File: src/design/b2b100_pkg.sv
// Shared types and constants of the binary to base-100 mantissa converter.
package b2b100_pkg;

    localparam int NUM_DIGITS  = 20;
    localparam int DIG_W       = 4;
    localparam int BCD_W       = NUM_DIGITS * DIG_W;
    localparam int VALUE_W     = 64;
    localparam int STAGE_BITS  = 8;
    localparam int NUM_STAGES  = VALUE_W / STAGE_BITS;
    localparam int OP_W        = 2;
    localparam int SIGN_W      = 2;
    localparam int EXP_W       = 5;
    localparam int CNT_W       = 5;
    localparam int PAIR_W      = 7;
    localparam int LEFT_W      = 4;
    localparam int OUT_FIELDS_W = SIGN_W + EXP_W + CNT_W + PAIR_W;
    localparam int OUT_TDATA_W  = ((OUT_FIELDS_W + 7) / 8) * 8;

    typedef enum logic [OP_W-1:0] {
        OP_U32     = 2'd0,
        OP_S32     = 2'd1,
        OP_U64     = 2'd2,
        OP_U64_ALT = 2'd3
    } op_t;

    localparam logic [SIGN_W-1:0] SIGN_ZERO = 2'b00;
    localparam logic [SIGN_W-1:0] SIGN_POS  = 2'b01;
    localparam logic [SIGN_W-1:0] SIGN_NEG  = 2'b11;

    typedef struct packed {
        logic [SIGN_W-1:0] sgn;
        logic [BCD_W-1:0]  bcd;
    } conv_item_t;

endpackage

File: src/design/b2b100_conv.sv
// Pipelined binary to packed decimal conversion, eight input bits per stage.
module b2b100_conv
    import b2b100_pkg::*;
(
    input  logic               clk,
    input  logic               rst_n,
    input  logic               en,
    input  logic               in_valid,
    input  op_t                op,
    input  logic [VALUE_W-1:0] value,
    output logic               out_valid,
    output conv_item_t         out_item
);

    logic             valid_reg [NUM_STAGES+1];
    conv_item_t       item_reg  [NUM_STAGES+1];
    logic [VALUE_W-1:0] bin_reg [NUM_STAGES];

    logic [VALUE_W-1:0] mag;
    logic [SIGN_W-1:0]  sgn;
    logic [31:0]        lo_word;

    function automatic logic [BCD_W-1:0] dabble_byte(
        input logic [BCD_W-1:0]      bcd_in,
        input logic [STAGE_BITS-1:0] bits
    );
        logic [BCD_W-1:0] acc;
        acc = bcd_in;
        for (int s = STAGE_BITS - 1; s >= 0; s--) begin
            for (int d = 0; d < NUM_DIGITS; d++) begin
                if (acc[d*DIG_W +: DIG_W] >= 4'd5) begin
                    acc[d*DIG_W +: DIG_W] = acc[d*DIG_W +: DIG_W] + 4'd3;
                end
            end
            acc = {acc[BCD_W-2:0], bits[s]};
        end
        return acc;
    endfunction

    always_comb
    begin
        lo_word = value[31:0];
        case (op)
            OP_U32:
            begin
                mag = {32'd0, lo_word};
                sgn = SIGN_POS;
            end
            OP_S32:
            begin
                if (lo_word[31])
                begin
                    mag = {32'd0, (~lo_word) + 32'd1};
                    sgn = SIGN_NEG;
                end
                else
                begin
                    mag = {32'd0, lo_word};
                    sgn = SIGN_POS;
                end
            end
            default:
            begin
                mag = value;
                sgn = SIGN_POS;
            end
        endcase
        if (mag == '0)
        begin
            sgn = SIGN_ZERO;
        end
    end

    always_ff @(posedge clk or negedge rst_n)
    begin
        if (!rst_n)
        begin
            for (int i = 0; i <= NUM_STAGES; i++)
            begin
                valid_reg[i] <= 1'b0;
            end
        end
        else if (en)
        begin
            valid_reg[0] <= in_valid;
            for (int i = 1; i <= NUM_STAGES; i++)
            begin
                valid_reg[i] <= valid_reg[i-1];
            end
        end
    end

    always_ff @(posedge clk)
    begin
        if (en)
        begin
            item_reg[0].sgn <= sgn;
            item_reg[0].bcd <= '0;
            bin_reg[0]      <= mag;
            for (int i = 1; i <= NUM_STAGES; i++)
            begin
                item_reg[i].sgn <= item_reg[i-1].sgn;
                item_reg[i].bcd <= dabble_byte(item_reg[i-1].bcd,
                                               bin_reg[i-1][VALUE_W-1 -: STAGE_BITS]);
                if (i < NUM_STAGES)
                begin
                    bin_reg[i] <= bin_reg[i-1] << STAGE_BITS;
                end
            end
        end
    end

    assign out_valid = valid_reg[NUM_STAGES];
    assign out_item  = item_reg[NUM_STAGES];

endmodule

File: src/design/binary_to_base100_mantissa.sv
// Top level: binary integer in, normalized base-100 decimal mantissa out.
//
// Channel  Direction  tdata                                      tuser  tlast
// s_axis   in         value                                      op     -
// m_axis   out        sign, exponent, digit_count, digit_pair    -      last
//
// A transfer enters a thirteen-stage pipeline: one stage for the magnitude, eight
// stages of eight shift-and-adjust steps each, two stages for digit counting and
// alignment, then the pair sequencer and its output register.
// The pair sequencer sets the rate: it takes a new item only once the last pair of the current one has gone out.
// Reset clears all valid bits and the sequencer; no pass over storage follows.
// A stall on m_axis holds the output register; the pipeline and s_axis_tready
// are held whenever the sequencer is busy and the last stage holds an item.
module binary_to_base100_mantissa
    import b2b100_pkg::*;
(
    input  logic                   clk,
    input  logic                   rst_n,
    input  logic                   s_axis_tvalid,
    output logic                   s_axis_tready,
    input  logic [VALUE_W-1:0]     s_axis_tdata,  // value
    input  logic [OP_W-1:0]        s_axis_tuser,  // op
    output logic                   m_axis_tvalid,
    input  logic                   m_axis_tready,
    output logic [OUT_TDATA_W-1:0] m_axis_tdata,  // sign, exponent, digit_count, digit_pair
    output logic                   m_axis_tlast   // last
);

    logic       en;
    logic       conv_valid;
    conv_item_t conv_item;

    logic             va_reg;
    logic [SIGN_W-1:0] sgna_reg;
    logic [BCD_W-1:0] bcda_reg;
    logic [EXP_W-1:0] lza_reg;
    logic [EXP_W-1:0] tza_reg;
    logic [EXP_W-1:0] lz_next;
    logic [EXP_W-1:0] tz_next;

    logic              vb_reg;
    logic [SIGN_W-1:0] sgnb_reg;
    logic [BCD_W-1:0]  digb_reg;
    logic [EXP_W-1:0]  expb_reg;
    logic [CNT_W-1:0]  cntb_reg;
    logic [LEFT_W-1:0] npb_reg;
    logic [BCD_W-1:0]  digb_next;
    logic [EXP_W-1:0]  expb_next;
    logic [CNT_W-1:0]  cntb_next;
    logic [CNT_W-1:0]  cnt_round;

    logic              busy_reg;
    logic              busy_next;
    logic [LEFT_W-1:0] left_reg;
    logic [LEFT_W-1:0] left_next;
    logic [BCD_W-1:0]  dig_reg;
    logic [BCD_W-1:0]  dig_next;
    logic [SIGN_W-1:0] sgne_reg;
    logic [EXP_W-1:0]  expe_reg;
    logic [CNT_W-1:0]  cnte_reg;

    logic              ovalid_reg;
    logic              ovalid_next;
    logic [SIGN_W-1:0] osign_reg;
    logic [EXP_W-1:0]  oexp_reg;
    logic [CNT_W-1:0]  ocnt_reg;
    logic [PAIR_W-1:0] opair_reg;
    logic              olast_reg;
    logic [PAIR_W-1:0] pair_next;

    logic out_free;
    logic emit;
    logic load;

    assign out_free = !ovalid_reg || m_axis_tready;
    assign emit     = busy_reg && out_free;
    assign load     = vb_reg && !busy_reg;
    assign en       = !vb_reg || !busy_reg;

    assign s_axis_tready = en;

    b2b100_conv u_conv (
        .clk       (clk),
        .rst_n     (rst_n),
        .en        (en),
        .in_valid  (s_axis_tvalid),
        .op        (op_t'(s_axis_tuser)),
        .value     (s_axis_tdata),
        .out_valid (conv_valid),
        .out_item  (conv_item)
    );

    always_comb
    begin
        logic found_hi;
        logic found_lo;
        found_hi = 1'b0;
        found_lo = 1'b0;
        lz_next  = EXP_W'(NUM_DIGITS);
        tz_next  = EXP_W'(NUM_DIGITS);
        for (int d = NUM_DIGITS - 1; d >= 0; d--)
        begin
            if (!found_hi && conv_item.bcd[d*DIG_W +: DIG_W] != 4'd0)
            begin
                lz_next  = EXP_W'(NUM_DIGITS - 1 - d);
                found_hi = 1'b1;
            end
        end
        for (int d = 0; d < NUM_DIGITS; d++)
        begin
            if (!found_lo && conv_item.bcd[d*DIG_W +: DIG_W] != 4'd0)
            begin
                tz_next  = EXP_W'(d);
                found_lo = 1'b1;
            end
        end
    end

    always_comb
    begin
        digb_next = bcda_reg << {lza_reg, 2'b00};
        expb_next = EXP_W'(NUM_DIGITS) - lza_reg;
        if (sgna_reg == SIGN_ZERO)
        begin
            cntb_next = CNT_W'(1);
        end
        else
        begin
            cntb_next = expb_next - tza_reg;
        end
        cnt_round = cntb_next + CNT_W'(1);
    end

    always_comb
    begin
        if (load)
        begin
            busy_next = 1'b1;
        end
        else if (emit && left_reg == LEFT_W'(1))
        begin
            busy_next = 1'b0;
        end
        else
        begin
            busy_next = busy_reg;
        end

        if (load)
        begin
            left_next = npb_reg;
            dig_next  = digb_reg;
        end
        else if (emit)
        begin
            left_next = left_reg - LEFT_W'(1);
            dig_next  = dig_reg << (2 * DIG_W);
        end
        else
        begin
            left_next = left_reg;
            dig_next  = dig_reg;
        end

        if (emit)
        begin
            ovalid_next = 1'b1;
        end
        else if (m_axis_tready)
        begin
            ovalid_next = 1'b0;
        end
        else
        begin
            ovalid_next = ovalid_reg;
        end

        pair_next = {dig_reg[BCD_W-1 -: DIG_W], 3'b000}
                  + {2'b00, dig_reg[BCD_W-1 -: DIG_W], 1'b0}
                  + {3'b000, dig_reg[BCD_W-DIG_W-1 -: DIG_W]};
    end

    always_ff @(posedge clk or negedge rst_n)
    begin
        if (!rst_n)
        begin
            va_reg     <= 1'b0;
            vb_reg     <= 1'b0;
            busy_reg   <= 1'b0;
            left_reg   <= '0;
            ovalid_reg <= 1'b0;
        end
        else
        begin
            if (en)
            begin
                va_reg <= conv_valid;
                vb_reg <= va_reg;
            end
            busy_reg   <= busy_next;
            left_reg   <= left_next;
            ovalid_reg <= ovalid_next;
        end
    end

    always_ff @(posedge clk)
    begin
        if (en)
        begin
            sgna_reg <= conv_item.sgn;
            bcda_reg <= conv_item.bcd;
            lza_reg  <= lz_next;
            tza_reg  <= tz_next;
            sgnb_reg <= sgna_reg;
            digb_reg <= digb_next;
            expb_reg <= expb_next;
            cntb_reg <= cntb_next;
            npb_reg  <= cnt_round[CNT_W-1:1];
        end
        dig_reg <= dig_next;
        if (load)
        begin
            sgne_reg <= sgnb_reg;
            expe_reg <= expb_reg;
            cnte_reg <= cntb_reg;
        end
        if (emit)
        begin
            osign_reg <= sgne_reg;
            oexp_reg  <= expe_reg;
            ocnt_reg  <= cnte_reg;
            opair_reg <= pair_next;
            olast_reg <= (left_reg == LEFT_W'(1));
        end
    end

    assign m_axis_tvalid = ovalid_reg;
    assign m_axis_tlast  = olast_reg;
    assign m_axis_tdata  = {{(OUT_TDATA_W - OUT_FIELDS_W){1'b0}},
                            opair_reg, ocnt_reg, oexp_reg, osign_reg};

`ifndef NO_ASSERTIONS
    a_pair_range: assert property (@(posedge clk) disable iff (!rst_n)
        ovalid_reg |-> opair_reg <= PAIR_W'(99))
        else $error("Digit pair exceeds 99.");

    a_zero_result: assert property (@(posedge clk) disable iff (!rst_n)
        (ovalid_reg && osign_reg == SIGN_ZERO) |->
            (olast_reg && ocnt_reg == CNT_W'(1) && oexp_reg == '0 && opair_reg == '0))
        else $error("Zero result is not a single zero pair.");

    a_count_bound: assert property (@(posedge clk) disable iff (!rst_n)
        (ovalid_reg && osign_reg != SIGN_ZERO) |->
            (ocnt_reg != '0 && oexp_reg >= ocnt_reg))
        else $error("Digit count exceeds exponent.");

    a_left_range: assert property (@(posedge clk) disable iff (!rst_n)
        busy_reg |-> (left_reg != '0 && left_reg <= LEFT_W'(NUM_DIGITS / 2)))
        else $error("Pair counter out of range while busy.");

    a_last_ends: assert property (@(posedge clk) disable iff (!rst_n)
        (emit && left_reg == LEFT_W'(1)) |=> (!busy_reg && m_axis_tlast))
        else $error("Final pair did not end the conversion.");
`endif

endmodule
File: config.mk
export PLATFORM = sky130hd
export DESIGN_NAME = binary_to_base100_mantissa
export DESIGN_NICKNAME = d
export VERILOG_FILES = /design/src/design/b2b100_pkg.sv /design/src/design/b2b100_conv.sv /design/src/design/binary_to_base100_mantissa.sv
export SDC_FILE = /design/constraint.sdc
export NUM_CORES = 2
export LEC_CHECK = 0
export BUFFER_PORTS_ARGS = -buffer_cell sky130_fd_sc_hd__clkbuf_2
export CAP_MARGIN = 20
export CORE_MARGIN = 2
export CORE_UTILIZATION = 47
export CTS_BUF_LIST = sky130_fd_sc_hd__clkbuf_4 sky130_fd_sc_hd__clkbuf_8
export DETAILED_ROUTE_END_ITERATION = 16
export SLEW_MARGIN = 5
export SYNTH_ARGS = -nofsm -noshare
export SYNTH_HDL_FRONTEND = slang
export SYNTH_SLANG_ARGS = --single-unit
File: constraint.sdc
create_clock -name clk -period 49.8 [get_ports clk]
set_input_delay 9.96 -clock clk [delete_from_list [all_inputs] [get_ports clk]]
set_output_delay 9.96 -clock clk [all_outputs]
set_load 0.005 [all_outputs]
Yosys cells after proc, flatten, opt, wreduce, memory -nomap -nowiden
Memory sizes are Yosys's and may differ from the RTL's.
Index checks and enable logic that the tools add are counted.
{"block": "op_classes", "n_mux": 2652, "n_reduce_logical": 114, "mul": 0, "n_addsub": 1287, "order_cmp": 1280, "bitwise": 1, "div": 0, "n_eq_ne": 2, "n_shift": 1}
{"op": "2-to-1 mux 4 bit", "n": 2434}
{"op": ">= comparator 4 x 3 -> 1 bit (second input constant)", "n": 1280}
{"op": "adder 4 x 2 -> 4 bit (second input constant)", "n": 1216}
{"op": "2-to-1 mux 3 bit", "n": 128}
{"op": "adder 3 x 2 -> 3 bit (second input constant)", "n": 64}
{"op": "2-to-1 mux 5 bit", "n": 33}
{"op": "2-to-1 mux 80 bit", "n": 2}
{"op": "case mux 64 bit (2 select lines)", "n": 1}
{"op": "nonzero test 4 bit", "n": 20}
{"op": "<< shifter 80 x 7 -> 80 bit", "n": 1}
{"op": "zero test 64 bit", "n": 1}
{"op": "2-to-1 mux 1 bit", "n": 46}
{"op": "logical AND 1 bit", "n": 41}
{"op": "zero test 1 bit", "n": 41}
{"op": "adder 32 x 1 -> 32 bit (second input constant)", "n": 1}
{"op": "2-to-1 mux 32 bit", "n": 1}
{"op": "inverter 32 bit", "n": 1}
{"op": "2-to-1 mux 2 bit", "n": 7}
{"op": "OR reduction 4 bit", "n": 2}
{"op": "adder 7 x 4 -> 7 bit", "n": 1}
{"op": "adder 7 x 5 -> 7 bit", "n": 1}
{"op": "nonzero test 2 bit", "n": 3}
{"op": "adder 5 x 1 -> 5 bit (second input constant)", "n": 1}
{"op": "subtractor 5 bit", "n": 1}
{"op": "other kinds (7)", "n": 10}
{"block": "totals", "memories": 2, "regBits": 317, "mem_bits_ro": 0, "latch_bits": 0, "ramBits": 1250, "out_inout_bits": 27}
{"name": "u_conv.item_reg", "words": 9, "word_bits": 82, "read_ports": 9, "rd_ports_with_merged_regs": 0, "write_ports": 9, "line_no": "b2b100_conv.sv:16", "text": "conv_item_t item_reg [NUM_STAGES+1];"}
{"name": "u_conv.bin_reg", "words": 8, "word_bits": 64, "read_ports": 8, "rd_ports_with_merged_regs": 0, "write_ports": 8, "line_no": "b2b100_conv.sv:17", "text": "logic [VALUE_W-1:0] bin_reg [NUM_STAGES];"}

Logic depth before layout (Yosys ltp)
An unclocked memory read counts as a cell.
{"block": "logic_depth", "word_depth": 60, "mapped_depth": 40, "depth_no_buf": 40}

Hierarchy
A second synthesis with hierarchy kept.
{"block": "unflattened", "cells_unflattened": 13736, "area_unflattened_um2": 112759.4}
{"mod": "b2b100_conv", "seq_area_each_um2": 20644.8, "n_inst": 1, "area_each_um2": 97940.2, "cells_per_inst": 12550}
{"mod": "binary_to_base100_mantissa", "seq_area_each_um2": 9208.8, "n_inst": 1, "area_each_um2": 14819.2, "cells_per_inst": 1186}

Least setup slack after synthesis
OpenSTA, ideal clock, no wires.
{"block": "synth_path", "path_type": "flip-flop to output port", "start": "register busy_reg", "end": "output s_axis_tready", "setup_slack_ns": 15.697, "stages_incl_launch_ff": 3, "t_arrival_ns": 24.143, "n_path_buf": 1, "path_cell_list": "dfrtp_1 > nand2_1 > clkbuf_1"}
{"block": "synth_between", "elab_chain_len": 2}
{"item": "from (decl)", "line_no": "binary_to_base100_mantissa.sv:52", "text": "logic busy_reg;"}
{"item": "from (signal assigned)", "line_no": "binary_to_base100_mantissa.sv:200", "text": "busy_reg <= busy_next;"}
{"item": "zero test 1 bit", "line_no": "binary_to_base100_mantissa.sv:78", "text": "assign en = !vb_reg || !busy_reg;"}
{"item": "logical OR 1 bit", "line_no": "binary_to_base100_mantissa.sv:78"}
{"item": "to (decl)", "line_no": "binary_to_base100_mantissa.sv:20", "text": "output logic s_axis_tready,"}
No other way between the ends.

==> results <==
- Hold timing on the final database bottoms out at a slack of 395 ps.
- The share of the Yosys chip area taken by registers is 26.4%.
- Clock tree synthesis found a total of ~1000 sinks.
- The count of nets left with antenna violations once routing finished came out at 0.
- The first-pass GRT wire length is 451000 um.
- The final route contains ~100k vias.
- The estimated wirelength of the detail-placed design is 203000 um.
- The total global routing track utilization is approximately a fifth.
- The worst setup path category is input port to register.
- The minimum period implied by the final worst setup slack is 12910 ps.
- At the end of routability-driven placement, the weighted congestion stood at 0.883.
- The flip-flop count of the largest register after layout is about 390.
- The post-CTS resize count is 0.
- The starting DRC count in detailed routing is 6503.
- The synthesized design contains 980 enable-type register cells.
- The register bit count reported by yosys is ~1000.
- Setup violations remaining at the end of the flow were counted as 0.
- Dividing the synthesized area by the synthesized cell count gives 8.34 sq um.
- The count of mapped cells out of synthesis is 13.6k.
- Post-CTS timing repair inserted 0 buffers for setup.
- The layout cell share with drive strength beyond 1 is 11.6%.
- The total die area is roughly 0.24 sq mm.
- The number of global-route vias before repair is 95.7k.
- The number of pins with negative max-slew slack in the final report came to 0.
- The headroom to the max-slew limit is 27.1%.
- The dominant register cell in the synthesized netlist is sky130_fd_sc_hd__edfxtp_1.
- After detailed routing, the average wire length per cell comes to roughly 16 um.
- The measured slew at the worst slew-check pin is 1090 ps.
- The hold buffer count at CTS is 0.
- For this configuration, the core starts out at a cell density of a little under half.
- The endpoint required time on the critical path is 50520 ps.
- After clock tree synthesis, the clock-pin slew on the worst setup and hold paths is 70 ps.
- The flow ran to the end, and the final reports show no timing, DRC or antenna violations.
- The H-tree was split into 4 levels.
- The core box area is 0.240 sq mm.
- For this run, design rule violations remaining after detail routing come to 0.
- The signal arrival time at the worst endpoint is 13630 ps.
- The setup TNS after final layout is 0 ps.
- The class of the tightest hold or removal check is register to register.
- The area added between synthesis and finish is 6.72%.
- Dividing the detail-routed via count by the number of cells gives a little over 6.
- The number of buffers inserted by port buffering is 91.
- The TritonCTS clock tree is built.
- The mapped netlist covers approximately 0.11 sq mm.
- The horizontal die dimension is 495 um.
- The insertion delay of the later-clocked pin in the worst-skew pair is 1000 ps.
- The number of endpoints with negative hold slack in the final report was 0.
- The capturing element type of the critical path is a register.
- The leftover overflow at the end of global routing is 0.
- The count of cell types in the netlist is 161.
- In the final design database the tool counted 14.2k nets.
- Setup repair after global routing left no endpoint under its margin.
- In this run the worst path has a maximum fanout of 23.
- The first detailed-routing pass took 6 iterations.
- The routed wire length is 272000 um.
- The peak clock frequency supported by timing is slightly below 80 MHz.
- The largest net degree at the start of global routing is about 190.
- The clock passes through at most 3 buffers.
- The number of antenna violations at the first check in global routing came to 5.
- The number of max-capacitance violations reported is 0.
- The share of the cycle needed by the critical path after routing is 25.9%.
- During synthesis, Yosys emitted a total of 0 warnings.
- The proportion of synthesized flip-flops having asynchronous set or reset is 1.71%.
- In this run the clock root is driven by a sky130_fd_sc_hd__clkbuf_8.
- On the final layout, the worst clock skew is around 100 ps.
- The startpoint type of the worst setup path is an input port.
- Clock tree synthesis inserted a total of 184 buffers.
- In this run the vertical extent of the chip is 495 um.
- The initialized floorplan defines 180 standard-cell rows.
- The number of placed I/O pins is 97.
[stage by stage]
stage / cell area (sq um) / worst slack [ps] / utilization (%) / std cells
floorplan: 113000 / 15700 / - / 13600
global placement: 116000 / 35780 / 48.5 / 16500
detailed placement: 116000 / 35840 / 48.5 / 16500
CTS: 121000 / 36950 / 50.3 / 16900
global route: 121000 / 36650 / 50.3 / 16900
finish: 121000 / 36890 / 50.3 / 16900
[cells in the final DEF, fill, tap and decap left out, drive strengths merged, types with 53 or more instances in the layout]
cell        n
nand2    1187
a21oi    1123
nor2     1102
o21ai    1080
edfxtp    980
inv       898
ha        588
mux2i     445
xnor2     440
nor3      372
a211oi    336
clkbuf    327
nand3     304
a31oi     285
o211ai    267
mux2      267
nand2b    234
and2      223
a21o      183
o21a      176
xor2      176
o22ai     163
or2       150
nor2b     140
o31ai     129
nor3b     116
nor4      112
a211o     106
or3       105
o21bai    103
a22oi     100
a31o       97
a21boi     97
clkinv     81
and3       72
o211a      63
buf        55
o32ai      54
a2bb2oi    53
a221oi     53
[critical path, stage by stage]
cell                        delay [ps]
sky130_fd_sc_hd__clkbuf_2          120
sky130_fd_sc_hd__nor2b_2           710
sky130_fd_sc_hd__nand2_1           720
sky130_fd_sc_hd__a21oi_1           390
sky130_fd_sc_hd__xor2_1            130
sky130_fd_sc_hd__a2111oi_0         520
sky130_fd_sc_hd__nand4_1           200
sky130_fd_sc_hd__nor3_1            190
sky130_fd_sc_hd__nand3_1           130
sky130_fd_sc_hd__nor4_1            400
sky130_fd_sc_hd__a21oi_1           120
[worst paths after layout]
kind	from	to	slack (ps)	cells past startpoint
hold / removal	u_conv.bin_reg[0][39]	u_conv.bin_reg[0][111]	390	0
min in group asynchronous	rst_n	u_conv.valid_reg[7]	8890	1
setup / recovery	s_axis_tuser[1]	u_conv.item_reg[0][81]	36890	11
max in group asynchronous	rst_n	u_conv.valid_reg[2]	40610	1
setup reg to reg	u_conv.item_reg[3][0]	u_conv.item_reg[4][13]	41430	26
hold reg to reg	u_conv.bin_reg[0][39]	u_conv.bin_reg[0][111]	390	0
[cell families (layout without fill, tap and decap cells)]
kind of cell,after synthesis,after routing,synth area share (%)
other cells,1,12,0.00332
compound gates,5016,5016,31.0
mux,741,741,7.23
flops,997,997,26.4
buf+inv,1278,1388,4.38
fa+ha+maj,632,632,6.92
simple gates,4282,4282,18.4
xor+xnor,621,621,5.66
[cells in the mapped netlist, types with 312 or more instances]
| cell type | n | area [sq um] |
|---|---|---|
| sky130_fd_sc_hd__xnor2_1 | 356 | 3120 |
| sky130_fd_sc_hd__nor3_1 | 362 | 1810 |
| sky130_fd_sc_hd__o21ai_0 | 720 | 3600 |
| sky130_fd_sc_hd__a211oi_1 | 312 | 2340 |
| sky130_fd_sc_hd__edfxtp_1 | 980 | 29400 |
| sky130_fd_sc_hd__nand2_1 | 1183 | 4440 |
| sky130_fd_sc_hd__ha_1 | 588 | 7360 |
| sky130_fd_sc_hd__a21oi_1 | 1015 | 5080 |
| sky130_fd_sc_hd__nor2_1 | 1088 | 4080 |
| sky130_fd_sc_hd__o21ai_1 | 323 | 1620 |
| sky130_fd_sc_hd__mux2i_1 | 436 | 4360 |
| sky130_fd_sc_hd__inv_1 | 772 | 2900 |
[final cells by class]
type | count | area, sq um
Fill cell | 22500 | 119000
Timing Repair Buffer | 148 | 891
Sequential cell | 997 | 29900
Multi-Input combinational cell | 11300 | 78400
Tap cell | 3185 | 3990
Inverter | 900 | 3380
Clock inverter | 106 | 1280
Clock buffer | 234 | 2950
Antenna cell | 7 | 17.5
[routing by layer]
metal	share of wire [%]	global-route usage (%)
met5	0	0
met4	2.5	5.77
met3	3.4	2.50
met2	50	38.6
met1	45	26.2
Power is left out: the tool's default activity adds up to more than one toggle a clock period on the data nets, which glitch-free logic cannot reach.
